$ cat config.mk
export PLATFORM = sky130hd
export DESIGN_NAME = bra_ctrl
export DESIGN_NICKNAME = d
export VERILOG_FILES = /design/src/bra_pkg.sv /design/src/bra_ctrl.sv
export SDC_FILE = /design/constraint.sdc
export NUM_CORES = 1
export LEC_CHECK = 0
export BUFFER_PORTS_ARGS = -buffer_cell sky130_fd_sc_hd__buf_4
export CAP_MARGIN = 10
export CORE_MARGIN = 3
export CORE_UTILIZATION = 32
export CTS_BUF_LIST = sky130_fd_sc_hd__clkbuf_16
export CTS_CLUSTER_DIAMETER = 40
export DETAILED_ROUTE_END_ITERATION = 8
export SYNTH_ARGS = -nofsm -noshare
export SYNTH_HDL_FRONTEND = slang
export SYNTH_SLANG_ARGS = --single-unit
$ cat constraint.sdc
create_clock -name i_clk -period 1.91 [get_ports i_clk]
set_input_delay 0.382 -clock i_clk [delete_from_list [all_inputs] [get_ports i_clk]]
set_output_delay 0.382 -clock i_clk [all_outputs]
set_load 0.05 [all_outputs]
$ cat src/bra_pkg.sv
// ----------------------------------------------------------------------------
// bra_pkg
// Shared types and codes for the bitmap run allocator: payload structs,
// mode, status and register codes, and the controller/datapath interface.
// ----------------------------------------------------------------------------
package bra_pkg;

    // Input item and result item
    typedef struct packed {
        logic [1:0]  mode;
        logic [11:0] run_length;
        logic [11:0] byte_address;
        logic [7:0]  byte_data;
    } t_alloc_in;

    typedef struct packed {
        logic [24:0] first_sector;
        logic [7:0]  map_byte;
        logic [1:0]  status;
    } t_alloc_out;

    // Item modes
    localparam logic [1:0] MODE_ALLOC = 2'd0;
    localparam logic [1:0] MODE_LOAD  = 2'd1;
    localparam logic [1:0] MODE_READ  = 2'd2;

    // Result status codes
    localparam logic [1:0] STATUS_OK       = 2'd0;
    localparam logic [1:0] STATUS_FULL     = 2'd1;
    localparam logic [1:0] STATUS_CONFLICT = 2'd2;

    // Configuration register indexes and data width
    localparam int         CFG_DATA_W            = 24;
    localparam logic       CFG_MAP_BYTES_IN_USE  = 1'b0;
    localparam logic       CFG_FIRST_DATA_SECTOR = 1'b1;
    localparam int         CFG_USE_W             = 13;
    localparam int         SECTOR_W              = 25;

    // Result selection
    typedef enum logic [2:0] {
        RES_ZERO,
        RES_SECTOR,
        RES_FULL,
        RES_CONFLICT,
        RES_BYTE
    } t_res_sel;

    // Commands from controller to datapath
    typedef struct packed {
        logic     item_load;   // capture the accepted item
        logic     item_wr;     // write the item's byte into the map
        logic     item_rd;     // read the map byte at the item's address
        logic     clr_wr;      // write zero at the sweep address and advance
        logic     addr_zero;   // restart the sweep at byte zero
        logic     take_start;  // latch run start from the hit byte
        logic     addr_start;  // restart the sweep at the run's first byte
        logic     rd_issue;    // read at the sweep address and advance
        logic     mark_wr;     // write back the returned byte with run bits set
        logic     res_en;      // present a result
        t_res_sel res_sel;
    } t_cmd;

    // Status from datapath to controller
    typedef struct packed {
        logic [1:0] mode;
        logic       len_zero;
        logic       len_big;
        logic       limit_zero;
        logic       clr_last;
        logic       addr_lt_limit;
        logic       addr_le_end;
        logic       scan_hit;
        logic       tag_last;
        logic       tag_over;
        logic       tag_used;
        logic       tag_at_end;
    } t_sts;

endpackage

$ cat src/bra_ctrl.sv
// ----------------------------------------------------------------------------
// bra_ctrl
// Controller: clearing pass after reset, item dispatch, and the scan, check
// and mark sweeps of an allocation.
// ----------------------------------------------------------------------------
module bra_ctrl import bra_pkg::*; (
    input  logic i_clk,
    input  logic i_rst_n,
    input  logic start,
    input  t_sts i_sts,
    output logic busy,
    output t_cmd o_cmd
);

    typedef enum logic [2:0] {
        S_CLEAR,
        S_IDLE,
        S_EXEC,
        S_RDRESP,
        S_SCAN,
        S_CHECK,
        S_MARK
    } t_state;

    t_state r_state;
    t_state n_state;

    // Decode commands and next state
    always_comb begin
        o_cmd   = '0;
        n_state = r_state;
        case (r_state)
            S_CLEAR: begin
                o_cmd.clr_wr = 1'b1;
                if (i_sts.clr_last) begin
                    o_cmd.addr_zero = 1'b1;
                    n_state         = S_IDLE;
                end
            end
            S_IDLE: begin
                if (start) begin
                    o_cmd.item_load = 1'b1;
                    n_state         = S_EXEC;
                end
            end
            S_EXEC: begin
                n_state = S_IDLE;
                case (i_sts.mode)
                    MODE_LOAD: begin
                        o_cmd.item_wr = 1'b1;
                        o_cmd.res_en  = 1'b1;
                        o_cmd.res_sel = RES_ZERO;
                    end
                    MODE_READ: begin
                        o_cmd.item_rd = 1'b1;
                        n_state       = S_RDRESP;
                    end
                    MODE_ALLOC: begin
                        if (i_sts.len_zero) begin
                            o_cmd.res_en  = 1'b1;
                            o_cmd.res_sel = RES_ZERO;
                        end else if (i_sts.len_big || i_sts.limit_zero) begin
                            o_cmd.res_en  = 1'b1;
                            o_cmd.res_sel = RES_FULL;
                        end else begin
                            o_cmd.addr_zero = 1'b1;
                            n_state         = S_SCAN;
                        end
                    end
                    default: begin
                        o_cmd.res_en  = 1'b1;
                        o_cmd.res_sel = RES_ZERO;
                    end
                endcase
            end
            S_RDRESP: begin
                o_cmd.res_en  = 1'b1;
                o_cmd.res_sel = RES_BYTE;
                n_state       = S_IDLE;
            end
            // Find the first byte with a clear bit
            S_SCAN: begin
                if (i_sts.scan_hit) begin
                    o_cmd.take_start = 1'b1;
                    n_state          = S_CHECK;
                end else if (i_sts.tag_last) begin
                    o_cmd.res_en  = 1'b1;
                    o_cmd.res_sel = RES_FULL;
                    n_state       = S_IDLE;
                end else begin
                    o_cmd.rd_issue = i_sts.addr_lt_limit;
                end
            end
            // Walk the run's bytes upward for end of map or a used bit
            S_CHECK: begin
                if (i_sts.tag_over) begin
                    o_cmd.res_en  = 1'b1;
                    o_cmd.res_sel = RES_FULL;
                    n_state       = S_IDLE;
                end else if (i_sts.tag_used) begin
                    o_cmd.res_en  = 1'b1;
                    o_cmd.res_sel = RES_CONFLICT;
                    n_state       = S_IDLE;
                end else if (i_sts.tag_at_end) begin
                    o_cmd.addr_start = 1'b1;
                    n_state          = S_MARK;
                end else begin
                    o_cmd.rd_issue = i_sts.addr_le_end;
                end
            end
            // Read, set run bits, write back
            S_MARK: begin
                o_cmd.mark_wr = 1'b1;
                if (i_sts.tag_at_end) begin
                    o_cmd.res_en  = 1'b1;
                    o_cmd.res_sel = RES_SECTOR;
                    n_state       = S_IDLE;
                end else begin
                    o_cmd.rd_issue = i_sts.addr_le_end;
                end
            end
            default: begin
                n_state = S_IDLE;
            end
        endcase
    end

    // Hold state
    always_ff @(posedge i_clk) begin
        if (!i_rst_n) begin
            r_state <= S_CLEAR;
        end else begin
            r_state <= n_state;
        end
    end

    assign busy = (r_state != S_IDLE);

endmodule

==> flow_metrics.py <==
metrics = {
    "outcome": {
        "status": "complete, but fails checks",
        "violations": "setup timing",
    },
    "power_and_ir_drop": {
        "power_density_nw_per_um2": 1540,
        "leakagePower_nw": 0.433,
        "total_power_mw": 1.37,
        "ir_worst_vdd_mv": 0.703,
    },
    "route": {
        "dr_total_vias": 611,
        "wl_per_cell_um": 13.4,
        "totalWireLength_um": 1610,
        "drt-initial-drc-count": 6,
        "ant_nets": 0,
        "avgViaCountPerCell": 5.09,
        "firstDrtPassIters": 4,
        "drc": 0,
    },
    "yosys": {
        "synth_ff_type": "dfxtp_1",
        "netlist_area_um2": 449,
        "synth_common_cells": "9 x nand2_1, 7 x nor2_1, 5 x nor2b_1",
        "synthCells": 66,
        "syn_area_per_cell_um2": 6.81,
        "synth_top_family_by_area": "simple AND/OR/NAND/NOR gates",
        "synth_top_cell_by_area": "dfxtp_1",
        "yosys_warnings": 0,
        "yosysMostFrequentCell": "nand2_1",
        "synth_compound_area_share_pct": 25.9,
        "ys_ff_latch": 3,
        "synthXorXnorAreaFrac_pct": 0,
        "yosysSeqAreaShare_pct": 13.4,
        "synth_edf_count": 0,
        "synthSimpleGateAreaFrac_pct": 45.4,
        "synthArstFlopShare_pct": 0,
        "synth_adder_area_share_pct": 0,
        "synth_cell_type_count": 28,
        "synth_fp_nets": 82,
        "synth.area.top_cells": "dfxtp_1 13%, nand2_1 7.5%, o311ai_2 7.2%",
        "muxShareOfSynthArea_pct": 6.69,
        "netlist.area_leader.share_pct": 13.4,
    },
    "min_path": {
        "min_path_type": "in2reg",
        "holdPathStages": 2,
    },
    "floorplan": {
        "io_pins": 30,
        "die-height_um": 43.5,
        "core_area_um2": 1200,
        "die_w_um": 43.5,
        "dieArea_um2": 1890,
        "start_util_pct": 37.4,
        "rows": 12,
    },
    "timing": {
        "rsz0062_at_grt": "true",
        "setup_violations": 3,
        "worst_pin_slew_ns": 0.376,
        "hold_slack_ns": 0.440,
        "fin_crit_sh_pct": 107,
        "finalCriticalPeriod_ns": 2.04,
        "maxClockFrequency_mhz": 491,
        "setup_slack_ns": -0.128,
        "slew_violations": 0,
        "fin_skew_ns": 0.00167,
        "finalHoldViolations": 0,
        "slew_headroom_pct": 74.9,
    },
    "cells_and_area": {
        "fin_cells": 120,
        "syn2layout_area_growth_pct": 97.8,
        "nNetsFinal": 123,
        "largest-register": "r_state",
        "drive_gt1_share_pct": 52.8,
        "diodes": 0,
        "largest_reg_flops": 3,
        "top_regs": "r_state (3)",
        "post-route-util_pct": 74.0,
    },
    "grt": {
        "track_usage_pct": 19.5,
        "overflow": 0,
        "grt_max_degree": 17,
        "grt_pass1_wl_um": 2700,
        "grt_pass1_vias": 611,
        "antenna_found_initial": 0,
    },
    "job": {
        "maxCapViolations": 0,
    },
    "worst_setup_path": {
        "cp_max_fo": 3,
        "criticalPathCategory": "reg2out",
        "crit_path_cell_trace": "or2_1 -> or4_4 -> nor3_4 -> a21o_1 -> buf_6",
        "cp_slowest_stage_delay_ns": 0.47,
        "cp-start-kind": "register",
        "reg2regPathDepth": 5,
        "crit_path_top_delay_cell": "or4_4",
        "crit_required_ns": 1.53,
        "end_kind": "primary output",
        "arrival_ns": 1.66,
    },
    "clock_tree": {
        "cts_tree": "yes",
        "cts_root_buffer": "clkbuf_16",
        "numCtsBuffers": 3,
        "clk_pin_slew_worst_paths_ns": 0.03,
        "ctsHoldBuffers": 0,
        "cts_buffer_depth": 2,
        "cts.htree.levels": 1,
        "insertion_delay_ns": 0.23,
        "clkSinkCount": 3,
    },
    "placement": {
        "dp_cells": 115,
        "hpwl_um": 1210,
        "place.gp.congestion": 0.790,
        "portBuffers": 29,
    },
}
==> per-layer routing <==
metal / global-route usage [%] / wire, um / vias to the layer above
met5: 0 / 0 / -
met2: 32.2 / 812 / 23
li1: - / - / 315
met4: 10.8 / 23 / 0
met3: 2.49 / 100 / 4
met1: 24.2 / 669 / 269
==> cells in the final DEF, fill, tap and decap left out, types with 2 or more instances in the layout <==
cell type  netlist  layout
a21oi_1          2       2
and3_1           2       2
o21ai_0          4       2
nor2b_2          0       2
dfxtp_1          3       2
nor2b_1          5       3
clkbuf_16        0       3
inv_1            4       5
nand2b_1         3       2
nor3_2           1       2
buf_6            1       3
nor2_1           7       7
buf_4            0      37
and2_1           2       2
nand2_1          9       9
o311ai_2         2       2
mux2i_1          3       3
nor3_1           4       2
==> through the flow <==
| step | worst slack (ns) | area (um2) | setup TNS, ns |
|---|---|---|---|
| finish | -0.128 | 888 | -0.209 |
| global route | -0.171 | 888 | -0.481 |
| CTS | -0.127 | 875 | -0.177 |
| detailed placement | -0.0899 | 771 | -0.0899 |
| global placement | -0.0839 | 771 | -0.0839 |
| floorplan | -0.220 | 484 | -0.488 |
==> kinds of logic (layout without fill, tap and decap cells) <==
| group | count (synthesis) | count (layout) |
|---|---|---|
| DFF | 3 | 3 |
| muxes | 3 | 3 |
| buffers and inverters | 8 | 48 |
| and+or+nand+nor | 38 | 38 |
| AOI/OAI and AO/OA | 14 | 14 |
==> worst paths after layout <==
| check | from | endpoint | slack [ns] |
|---|---|---|---|
| max reg2reg | r_state[0]$_SDFFE_PN0P_ | r_state[2]$_SDFFE_PN0P_ | 0.31 |
| min | i_rst_n | r_state[2]$_SDFFE_PN0P_ | 0.44 |
| min reg2reg | r_state[0]$_SDFFE_PN0P_ | r_state[0]$_SDFFE_PN0P_ | 0.68 |
| max | r_state[0]$_SDFFE_PN0P_ | o_cmd[8] | -0.13 |
==> report_power, final <==
part | internal [mW] | switching (mW)
Clock | 0.271 | 0.0642
Combinational | 0.353 | 0.569
Sequential | 0.0914 | 0.0225
Total | 0.715 | 0.655
==> timing repair <==
item	in CTS	in global routing
setup buffers	0	1
pin swaps	0	1
endpoints found under the setup margin	3	5
resized for setup	6	4
==> layout make-up <==
cell class	instances	area (um2)
inverters	4	15.0
well taps	14	17.5
multi-input cells	55	404
repair buffers	40	312
clock buffers	3	75.1
flip-flops and latches	3	61.3
fillers	109	313
clock inverters	1	3.75
==> worst max-delay path, delay by kind of cell (launching register included) <==
family                 cells  cell delay (ns)
AO/OA/AOI/OAI              1             0.12
AND/OR/NAND/NOR            3             0.84
flip-flops                 1             0.31
buffers and inverters      1             0.15
Note: power is estimated with default switching activity, not from simulation.
